## src/hw/rtl/pulse_capture_stats_unit_macros.svh

```systemverilog
// ----------------------------------------------------------------------------
// pulse capture stats assertion macros
// concurrent assertion helpers, empty when SYNTH is defined
// ----------------------------------------------------------------------------
`ifndef PULSE_CAPTURE_STATS_UNIT_MACROS_SVH
`define PULSE_CAPTURE_STATS_UNIT_MACROS_SVH

`ifndef SYNTH

// same-cycle implication, checked out of reset
`define PCS_ASSERT_IMPL(label, ante, cons) \
    label: assert property (@(posedge aclk) disable iff (!aresetn) (ante) |-> (cons)) \
        else $error("pcs assertion failed");

// next-cycle implication, checked out of reset
`define PCS_ASSERT_NEXT(label, ante, cons) \
    label: assert property (@(posedge aclk) disable iff (!aresetn) (ante) |=> (cons)) \
        else $error("pcs assertion failed");

`else

`define PCS_ASSERT_IMPL(label, ante, cons)
`define PCS_ASSERT_NEXT(label, ante, cons)

`endif

`endif

```

## src/hw/rtl/pcs_pkg.sv

```systemverilog
// ----------------------------------------------------------------------------
// pcs_pkg
// shared types and constants of the pulse capture stats unit
// ----------------------------------------------------------------------------
package pcs_pkg;

    // timestamp and result widths fixed by the interface
    localparam int TIME_W     = 32;
    localparam int DUTY_W     = 15;
    localparam int CFG_DATA_W = 32;
    localparam int CFG_IDX_W  = 1;

    // register indexes
    localparam logic [CFG_IDX_W-1:0] REG_PULSE_MODE = 1'd0;
    localparam logic [CFG_IDX_W-1:0] REG_TICKS      = 1'd1;

    // register reset values
    localparam logic              PULSE_MODE_RESET = 1'b1;
    localparam logic [TIME_W-1:0] TICKS_RESET      = 32'd1000000;

    // percent in q8: 100 * 256
    localparam logic [DUTY_W-1:0] DUTY_SCALE = 15'd25600;

    // status of the shared divider
    typedef struct packed {
        logic busy;
        logic done;
    } pcs_div_status_t;

endpackage

```

## src/hw/rtl/pcs_div.sv

```systemverilog
// ----------------------------------------------------------------------------
// pcs_div
// restoring unsigned divider, one quotient bit per cycle
// ----------------------------------------------------------------------------
module pcs_div
    import pcs_pkg::*;
#(
    parameter int N_W = 47,
    parameter int D_W = 32
) (
    input  logic                  aclk,
    input  logic                  aresetn,
    input  logic                  start,
    input  logic [N_W-1:0]        dividend,
    input  logic [D_W-1:0]        divisor,
    output logic [N_W-1:0]        quotient,
    output pcs_div_status_t       status
);

    localparam int STEP_W = $clog2(N_W + 1);

    logic              busy_reg;
    logic              done_reg;
    logic [STEP_W-1:0] step_reg;
    logic [N_W-1:0]    quot_reg;
    logic [D_W-1:0]    rem_reg;
    logic [D_W-1:0]    dvsr_reg;

    logic [D_W:0]      trial;
    logic [D_W:0]      diff;
    logic              fits;
    logic [D_W-1:0]    rem_next;
    logic [N_W-1:0]    quot_next;

    // shift in the next dividend bit and try the subtract
    assign trial     = {rem_reg, quot_reg[N_W-1]};
    assign diff      = trial - {1'b0, dvsr_reg};
    assign fits      = trial >= {1'b0, dvsr_reg};
    assign rem_next  = fits ? diff[D_W-1:0] : trial[D_W-1:0];
    assign quot_next = {quot_reg[N_W-2:0], fits};

    always_ff @(posedge aclk) begin
        if (!aresetn) begin
            busy_reg <= 1'b0;
            done_reg <= 1'b0;
            step_reg <= '0;
        end else begin
            done_reg <= 1'b0;
            if (start) begin
                busy_reg <= 1'b1;
                step_reg <= STEP_W'(N_W);
                quot_reg <= dividend;
                rem_reg  <= '0;
                dvsr_reg <= divisor;
            end else if (busy_reg) begin
                quot_reg <= quot_next;
                rem_reg  <= rem_next;
                step_reg <= step_reg - 1'b1;
                if (step_reg == STEP_W'(1)) begin
                    busy_reg <= 1'b0;
                    done_reg <= 1'b1;
                end
            end
        end
    end

    assign quotient    = quot_reg;
    assign status.busy = busy_reg;
    assign status.done = done_reg;

endmodule

```

## src/hw/rtl/pulse_capture_stats_unit.sv

```systemverilog
// ----------------------------------------------------------------------------
// pulse_capture_stats_unit
// max, average, period, frequency and duty over one capture of power samples
// ----------------------------------------------------------------------------
// Each input transfer carries one signed power sample with its timestamp;
// tlast closes the capture. A sample that does not close the capture is
// folded into the running max, sum, count and level-change tracking in the
// cycle it is taken, so such samples stream at one per cycle. The closing
// sample starts a short sequencer around one shared restoring divider (one
// quotient bit per cycle over N = max(SAMPLE_BITS + count bits, 47) bits):
// average, then ticks_per_second / period, then high time * 25600 / period.
// Without a valid pulse only the average is divided. The input is not ready
// while the sequencer runs. Results sit in an output register, so samples
// of the next capture are taken while the last result waits for m_tready.
// pulse_mode is sampled when the capture closes; level changes are tracked
// in both modes. Samples beyond MAX_SAMPLES are ignored except for tlast.
// Configuration writes are meant for idle periods only.
// ----------------------------------------------------------------------------
`include "pulse_capture_stats_unit_macros.svh"

module pulse_capture_stats_unit
    import pcs_pkg::*;
#(
    parameter int SAMPLE_BITS = 24,
    parameter int MAX_SAMPLES = 65536
) (
    input  logic                  aclk,
    input  logic                  aresetn,

    // configuration write port
    input  logic                  cfg_wr_en,
    input  logic [CFG_IDX_W-1:0]  cfg_addr,
    input  logic [CFG_DATA_W-1:0] cfg_wdata,

    // sample input
    input  logic                  s_tvalid,
    output logic                  s_tready,
    // sample_power, sample_time (from bit 0 up), zero padded
    input  logic [((SAMPLE_BITS + TIME_W + 7) / 8) * 8 - 1:0] s_tdata,
    input  logic                  s_tlast,

    // result output
    output logic                  m_tvalid,
    input  logic                  m_tready,
    // max_power, avg_power, period_ticks, freq_hz, duty_q8 (from bit 0 up), zero padded
    output logic [((2 * SAMPLE_BITS + 2 * TIME_W + DUTY_W + 7) / 8) * 8 - 1:0] m_tdata,
    // pulse_valid
    output logic [0:0]            m_tuser
);

    localparam int CNT_W     = $clog2(MAX_SAMPLES + 1);
    localparam int SUM_W     = SAMPLE_BITS + CNT_W;
    localparam int PROD_W    = TIME_W + DUTY_W;
    localparam int DIV_N_W   = (SUM_W > PROD_W) ? SUM_W : PROD_W;
    localparam int DIV_D_W   = (CNT_W > TIME_W) ? CNT_W : TIME_W;
    localparam int OUT_W     = 2 * SAMPLE_BITS + 2 * TIME_W + DUTY_W;
    localparam int OUT_PAD_W = ((OUT_W + 7) / 8) * 8 - OUT_W;

    typedef enum logic [2:0] {
        S_IDLE,
        S_PREP,
        S_AVG,
        S_FREQ,
        S_DUTY,
        S_DONE
    } state_t;

    state_t state_reg;

    // configuration
    logic              pulse_mode_reg;
    logic [TIME_W-1:0] ticks_reg;

    // capture state
    logic signed [SAMPLE_BITS-1:0] running_max_reg;
    logic [SUM_W-1:0]              running_sum_reg;
    logic [CNT_W-1:0]              sample_count_reg;
    logic                          start_high_reg;
    logic [1:0]                    edge_stage_reg;
    logic [TIME_W-1:0]             first_time_reg;
    logic [TIME_W-1:0]             second_time_reg;
    logic [TIME_W-1:0]             third_time_reg;

    // end-of-capture working values
    logic                   valid_reg;
    logic [TIME_W-1:0]      per_reg;
    logic [TIME_W-1:0]      high_reg;
    logic [PROD_W-1:0]      prod_reg;
    logic [SAMPLE_BITS-1:0] avg_reg;
    logic [TIME_W-1:0]      freq_reg;
    logic [DUTY_W-1:0]      duty_reg;

    // output register
    logic                   m_tvalid_reg;
    logic [SAMPLE_BITS-1:0] max_out_reg;
    logic [SAMPLE_BITS-1:0] avg_out_reg;
    logic [TIME_W-1:0]      period_out_reg;
    logic [TIME_W-1:0]      freq_out_reg;
    logic [DUTY_W-1:0]      duty_out_reg;
    logic                   pulse_valid_out_reg;

    // divider hookup
    logic                   div_start;
    logic [DIV_N_W-1:0]     div_dividend;
    logic [DIV_D_W-1:0]     div_divisor;
    logic [DIV_N_W-1:0]     div_quot;
    pcs_div_status_t        div_stat;

    // sample decode
    logic signed [SAMPLE_BITS-1:0] s_power;
    logic [TIME_W-1:0]             s_time;
    logic                          s_accept;
    logic                          cnt_room;
    logic                          cnt_nz;
    logic                          s_high;
    logic                          want_high;

    // end-of-capture decode
    logic                   sum_neg;
    logic [SUM_W-1:0]       sum_mag;
    logic [TIME_W-1:0]      per_calc;
    logic [TIME_W-1:0]      high_calc;
    logic                   valid_calc;
    logic                   avg_done;
    logic [SAMPLE_BITS-1:0] avg_calc;
    logic                   out_load;

    assign s_power  = s_tdata[SAMPLE_BITS-1:0];
    assign s_time   = s_tdata[SAMPLE_BITS +: TIME_W];
    assign s_tready = (state_reg == S_IDLE);
    assign s_accept = s_tvalid && s_tready;
    assign cnt_room = sample_count_reg < CNT_W'(MAX_SAMPLES);
    assign cnt_nz   = sample_count_reg != '0;
    assign s_high   = s_power > 0;
    // stage 1 waits for the start level, stages 0 and 2 for the opposite one
    assign want_high = (edge_stage_reg == 2'd1) ? start_high_reg : !start_high_reg;

    // magnitude of the sum for an unsigned divide, sign restored afterwards
    assign sum_neg  = running_sum_reg[SUM_W-1];
    assign sum_mag  = sum_neg ? (~running_sum_reg + 1'b1) : running_sum_reg;
    assign avg_calc = sum_neg ? (~div_quot[SAMPLE_BITS-1:0] + 1'b1)
                              : div_quot[SAMPLE_BITS-1:0];

    // period and high time, high time clamped to the period
    always_comb begin
        per_calc  = third_time_reg - first_time_reg;
        high_calc = start_high_reg ? (third_time_reg - second_time_reg)
                                   : (second_time_reg - first_time_reg);
        if (high_calc > per_calc) begin
            high_calc = per_calc;
        end
        valid_calc = pulse_mode_reg && (edge_stage_reg == 2'd3) && (per_calc != '0);
    end

    // an empty capture skips the average divide
    assign avg_done = !cnt_nz || div_stat.done;
    assign out_load = (state_reg == S_DONE) && (!m_tvalid_reg || m_tready);

    // divider requests, one per sequencer step
    always_comb begin
        div_start    = 1'b0;
        div_dividend = '0;
        div_divisor  = '0;
        case (state_reg)
            S_PREP: begin
                div_start    = cnt_nz;
                div_dividend = DIV_N_W'(sum_mag);
                div_divisor  = DIV_D_W'(sample_count_reg);
            end
            S_AVG: begin
                div_start    = avg_done && valid_reg;
                div_dividend = DIV_N_W'(ticks_reg);
                div_divisor  = DIV_D_W'(per_reg);
            end
            S_FREQ: begin
                div_start    = div_stat.done;
                div_dividend = DIV_N_W'(prod_reg);
                div_divisor  = DIV_D_W'(per_reg);
            end
            default: begin
                div_start = 1'b0;
            end
        endcase
    end

    pcs_div #(
        .N_W (DIV_N_W),
        .D_W (DIV_D_W)
    ) u_div (
        .aclk     (aclk),
        .aresetn  (aresetn),
        .start    (div_start),
        .dividend (div_dividend),
        .divisor  (div_divisor),
        .quotient (div_quot),
        .status   (div_stat)
    );

    // configuration registers
    always_ff @(posedge aclk) begin
        if (!aresetn) begin
            pulse_mode_reg <= PULSE_MODE_RESET;
            ticks_reg      <= TICKS_RESET;
        end else if (cfg_wr_en) begin
            case (cfg_addr)
                REG_PULSE_MODE: pulse_mode_reg <= cfg_wdata[0];
                REG_TICKS:      ticks_reg      <= cfg_wdata[TIME_W-1:0];
                default:        pulse_mode_reg <= pulse_mode_reg;
            endcase
        end
    end

    // sequencer, capture state and output register
    always_ff @(posedge aclk) begin
        if (!aresetn) begin
            state_reg        <= S_IDLE;
            m_tvalid_reg     <= 1'b0;
            running_max_reg  <= {1'b1, {(SAMPLE_BITS - 1){1'b0}}};
            running_sum_reg  <= '0;
            sample_count_reg <= '0;
            start_high_reg   <= 1'b0;
            edge_stage_reg   <= '0;
            first_time_reg   <= '0;
            second_time_reg  <= '0;
            third_time_reg   <= '0;
        end else begin
            // a transfer that is replaced by a new result in the same cycle is reloaded below
            if (m_tvalid_reg && m_tready && !out_load) begin
                m_tvalid_reg <= 1'b0;
            end
            case (state_reg)
                S_IDLE: begin
                    if (s_accept) begin
                        if (cnt_room) begin
                            if (!cnt_nz) begin
                                start_high_reg <= s_high;
                            end else if (edge_stage_reg != 2'd3 && s_high == want_high) begin
                                case (edge_stage_reg)
                                    2'd0:    first_time_reg  <= s_time;
                                    2'd1:    second_time_reg <= s_time;
                                    default: third_time_reg  <= s_time;
                                endcase
                                edge_stage_reg <= edge_stage_reg + 1'b1;
                            end
                            if (s_power > running_max_reg) begin
                                running_max_reg <= s_power;
                            end
                            running_sum_reg  <= running_sum_reg
                                + {{CNT_W{s_power[SAMPLE_BITS-1]}}, s_power};
                            sample_count_reg <= sample_count_reg + 1'b1;
                        end
                        if (s_tlast) begin
                            state_reg <= S_PREP;
                        end
                    end
                end
                S_PREP: begin
                    valid_reg <= valid_calc;
                    per_reg   <= valid_calc ? per_calc : '0;
                    high_reg  <= high_calc;
                    freq_reg  <= '0;
                    duty_reg  <= '0;
                    avg_reg   <= '0;
                    state_reg <= S_AVG;
                end
                S_AVG: begin
                    prod_reg <= high_reg * DUTY_SCALE;
                    if (avg_done) begin
                        if (cnt_nz) begin
                            avg_reg <= avg_calc;
                        end
                        state_reg <= valid_reg ? S_FREQ : S_DONE;
                    end
                end
                S_FREQ: begin
                    if (div_stat.done) begin
                        freq_reg  <= div_quot[TIME_W-1:0];
                        state_reg <= S_DUTY;
                    end
                end
                S_DUTY: begin
                    if (div_stat.done) begin
                        duty_reg  <= div_quot[DUTY_W-1:0];
                        state_reg <= S_DONE;
                    end
                end
                S_DONE: begin
                    if (out_load) begin
                        m_tvalid_reg        <= 1'b1;
                        max_out_reg         <= running_max_reg;
                        avg_out_reg         <= avg_reg;
                        period_out_reg      <= per_reg;
                        freq_out_reg        <= freq_reg;
                        duty_out_reg        <= duty_reg;
                        pulse_valid_out_reg <= valid_reg;
                        // clear the capture for the next run
                        running_max_reg     <= {1'b1, {(SAMPLE_BITS - 1){1'b0}}};
                        running_sum_reg     <= '0;
                        sample_count_reg    <= '0;
                        start_high_reg      <= 1'b0;
                        edge_stage_reg      <= '0;
                        first_time_reg      <= '0;
                        second_time_reg     <= '0;
                        third_time_reg      <= '0;
                        state_reg           <= S_IDLE;
                    end
                end
                default: begin
                    state_reg <= S_IDLE;
                end
            endcase
        end
    end

    assign m_tvalid = m_tvalid_reg;
    assign m_tdata  = {{OUT_PAD_W{1'b0}}, duty_out_reg, freq_out_reg, period_out_reg,
                       avg_out_reg, max_out_reg};
    assign m_tuser  = pulse_valid_out_reg;

    // counted sample advances the count by one
    `PCS_ASSERT_NEXT(a_count_step, s_accept && cnt_room && !s_tlast, sample_count_reg == $past(sample_count_reg) + 1'b1)
    // closing transfer stalls the input while the divides run
    `PCS_ASSERT_NEXT(a_busy_after_last, s_accept && s_tlast, !s_tready)
    // a valid pulse result has a nonzero period and duty within range
    `PCS_ASSERT_IMPL(a_valid_result, m_tvalid_reg && pulse_valid_out_reg, period_out_reg != '0 && duty_out_reg <= DUTY_SCALE)
    // loading a result leaves an empty capture behind
    `PCS_ASSERT_NEXT(a_clear_after_load, out_load, sample_count_reg == '0 && edge_stage_reg == '0)
    // the divider is never restarted mid-divide
    `PCS_ASSERT_IMPL(a_no_div_overlap, div_start, !div_stat.busy)

endmodule

```

## config.mk

```make
export PLATFORM = sky130hd
export DESIGN_NAME = pulse_capture_stats_unit
export DESIGN_NICKNAME = d
export VERILOG_FILES = /design/src/hw/rtl/pcs_pkg.sv /design/src/hw/rtl/pcs_div.sv /design/src/hw/rtl/pulse_capture_stats_unit.sv
export VERILOG_INCLUDE_DIRS = /design/src /design/src/hw/rtl
export SDC_FILE = /design/constraint.sdc
export NUM_CORES = 2
export LEC_CHECK = 0
export CORE_MARGIN = 2
export CORE_UTILIZATION = 60
export DETAILED_ROUTE_END_ITERATION = 7
export DONT_BUFFER_PORTS = 1
export PLACE_DENSITY_LB_ADDON = 0.05
export SETUP_SLACK_MARGIN = 0.05
export SLEW_MARGIN = 15
export SYNTH_ARGS = -nofsm -noshare
export SYNTH_HDL_FRONTEND = slang
export SYNTH_SLANG_ARGS = --single-unit
```

## constraint.sdc

```tcl
create_clock -name aclk -period 9.4 [get_ports aclk]
set_clock_uncertainty 0.15 [all_clocks]
set_input_delay 2.82 -clock aclk [delete_from_list [all_inputs] [get_ports aclk]]
set_output_delay 2.82 -clock aclk [all_outputs]
set_load 0.005 [all_outputs]
```

==> reports/metrics.yaml <==
portBuffers: 0
min_period_ns: 6.47
cts.clk_slew.worst_paths_ns: 0.06
clk_latency_ns: 0.63
totalWireLength_um: 98600
antenna_found_initial: 0
syn_area_um2: 38900
yosysUniqueCellTypes: 82
cts_made_buffers: 68
postCtsSetupRepairBufs: 0
grt_pass1_wl_um: 155000
hold_end: "avg_out_reg[19]"
drt-pass1-iter-count: 7
numClockSinks: 638
setup_viol: 0
first_global_vias: 27500
syn_nets: 4474
cp-end-kind: "register"
die_w_um: 259
syn_to_final_growth_pct: 7.94
drc: 0
synth_area_leader_cell: "edfxtp_1"
rsz0062_at_grt: "false"
critPathLaunchType: "register"
ys_seq_area_share_pct: 43.5
path_class: "reg2reg"
root_buffer: "clkbuf_16"
cellPowerDensity_nw_per_um2: 285
ant_nets: 0
synth_edf_count: 412
r2r_start: "second_time_reg[1]"
first_iter_violations: 2358
largest_register_ffs: 47
htreeDepth: 3
leakage_uw: 0.0169
synth_ff_type: "edfxtp_1"
required_ns: 9.62
dp_hpwl_um: 73100
yosysMostFrequentCell: "edfxtp_1"
final_hold_viol_count: 0
hold_start: "avg_reg[19]"
worst-slew-pin-transition_ns: 1.15
r2r_slack_ns: 2.93
core_area_um2: 64200
utilization_pct: 65.3
whs_path_depth: 0
yosysTopAreaCellShare_pct: 31.8
routedWlPerCell_um: 20.3
max-cap-violations: 0
synthTopCellsByCount: "412 x edfxtp_1, 378 x nand2_1, 331 x ha_1"
syn-instance-count: 4016
ir_drop_mv: 0.342
period_share_pct: 68.8
setup_tns_ns: 0
cts_resized: 0
dieArea_um2: 66800
ff2ff_path_depth: 25
syn_area_per_cell_um2: 9.68
cp_max_fo: 52
async_flop_share_pct: 0
status: "completed"
arrival_ns: 6.69
drive_gt1_share_pct: 4.80
vias: 29300
cpMaxStageDelayCell: "dfxtp_1"
hold_class: "reg2reg"
synth_seq_cells: 638
grt_usage_pct: 29.1
path_delay_family: "compound AO/OA/AOI/OAI gates"
crit_top_cell: "a21o_1"
slowest_delay_ns: 0.40
fmax_ghz: 0.155
grt_max_degree: 232
ys_warn_count: 0
critical_path_buf_inv_count: 3
viasPerCell: 6.05
cts_hold_buf: 0
cts_tree: "done"
synthTopCellsByArea: "edfxtp_1 32%, dfxtp_1 12%, ha_1 11%, nand2_1 3.7%, inv_1 3.0%"
routabilityCongestion: 0.950
drv_slew: 0
relSlewSlack_pct: 23.4
r2r-end: "high_reg[27]"
overflow: 0
top_level_ports: 226
num_rows: 93
antenna_cells: 0
cts_buffer_depth: 3
start_util_pct: 60.5
nets: 4401
fp.dieH_um: 259
## layout make-up
type / instances / area [µm²]
flip-flops and latches: 638 / 16900
clock inverters: 48 / 601
well taps: 855 / 1070
clock buffers: 75 / 1770
repair buffers: 31 / 233
multi-input cells: 2895 / 20200
inverters: 309 / 1160
fillers: 5239 / 22300
## how the worst max path moves through the flow
stage	from	endpoint	slack, ns	cells past startpoint
floorplan	aresetn	avg_out_reg[0]	2.24	4
global placement	second_time_reg[1]	high_reg[27]	3.02	25
detailed placement	second_time_reg[1]	high_reg[30]	2.95	26
CTS	second_time_reg[1]	high_reg[27]	2.95	25
global route	second_time_reg[1]	high_reg[30]	2.57	26
finish	second_time_reg[1]	high_reg[27]	2.93	25
## cells in the final DEF (no fill, tap or decap), types with 122 or more instances in the layout
cell,n
xnor2_1,122
a21boi_0,144
nor2_1,249
edfxtp_1,412
o21ai_0,180
dfxtp_1,223
ha_1,331
a21oi_1,201
nand3_1,219
nand2_1,378
inv_1,309
## per-layer routing
metal  GRT usage, %  vias up  part of all wire (%)
li1               -    14300                     -
met1           43.7    14000                    48
met2           44.6      853                    44
met3           3.51      127                   6.0
met4           7.90        0                   2.3
met5              0        -                     0
## power breakdown
| part | switching (µW) | internal (µW) |
|---|---|---|
| Combinational | 3290 | 2220 |
| Clock | 1160 | 1680 |
| Sequential | 199 | 3400 |
## through the flow
| step | worst slack, ns | instance area (µm²) | total power, µW | hold WS, ns | std cells |
|---|---|---|---|---|---|
| 6_report | 2.93 | 42000 | 12000 | 0.269 | 4851 |
| 2_1_floorplan | 2.24 | 38900 | 7730 | 0.250 | 4016 |
| 5_1_grt | 2.57 | 42000 | 12700 | 0.275 | 4851 |
| 4_1_cts | 2.95 | 42000 | 11900 | 0.269 | 4851 |
| 3_5_place_dp | 2.95 | 39600 | 9060 | 0.255 | 4728 |
| 3_3_place_gp | 3.02 | 39600 | 9010 | 0.251 | 4728 |
## cells by family after synthesis
group | synth area share, %
AND/OR/NAND/NOR | 15.5
AO/OA/AOI/OAI | 17.1
flip-flops | 43.5
buffers and inverters | 4.69
adder cells (fa/ha/maj) | 12.3
XOR/XNOR | 5.34
multiplexers | 1.57
other | 0.00965
## worst register-to-register path, delay by kind of cell, from the launching register on
kind	cells	cell delay, ns
compound gates	15	3.11
buf+inv	3	0.83
simple gates	4	0.80
fa+ha+maj	2	0.53
flops	1	0.40
mux	1	0.40
(Power assumes the default switching activity.)
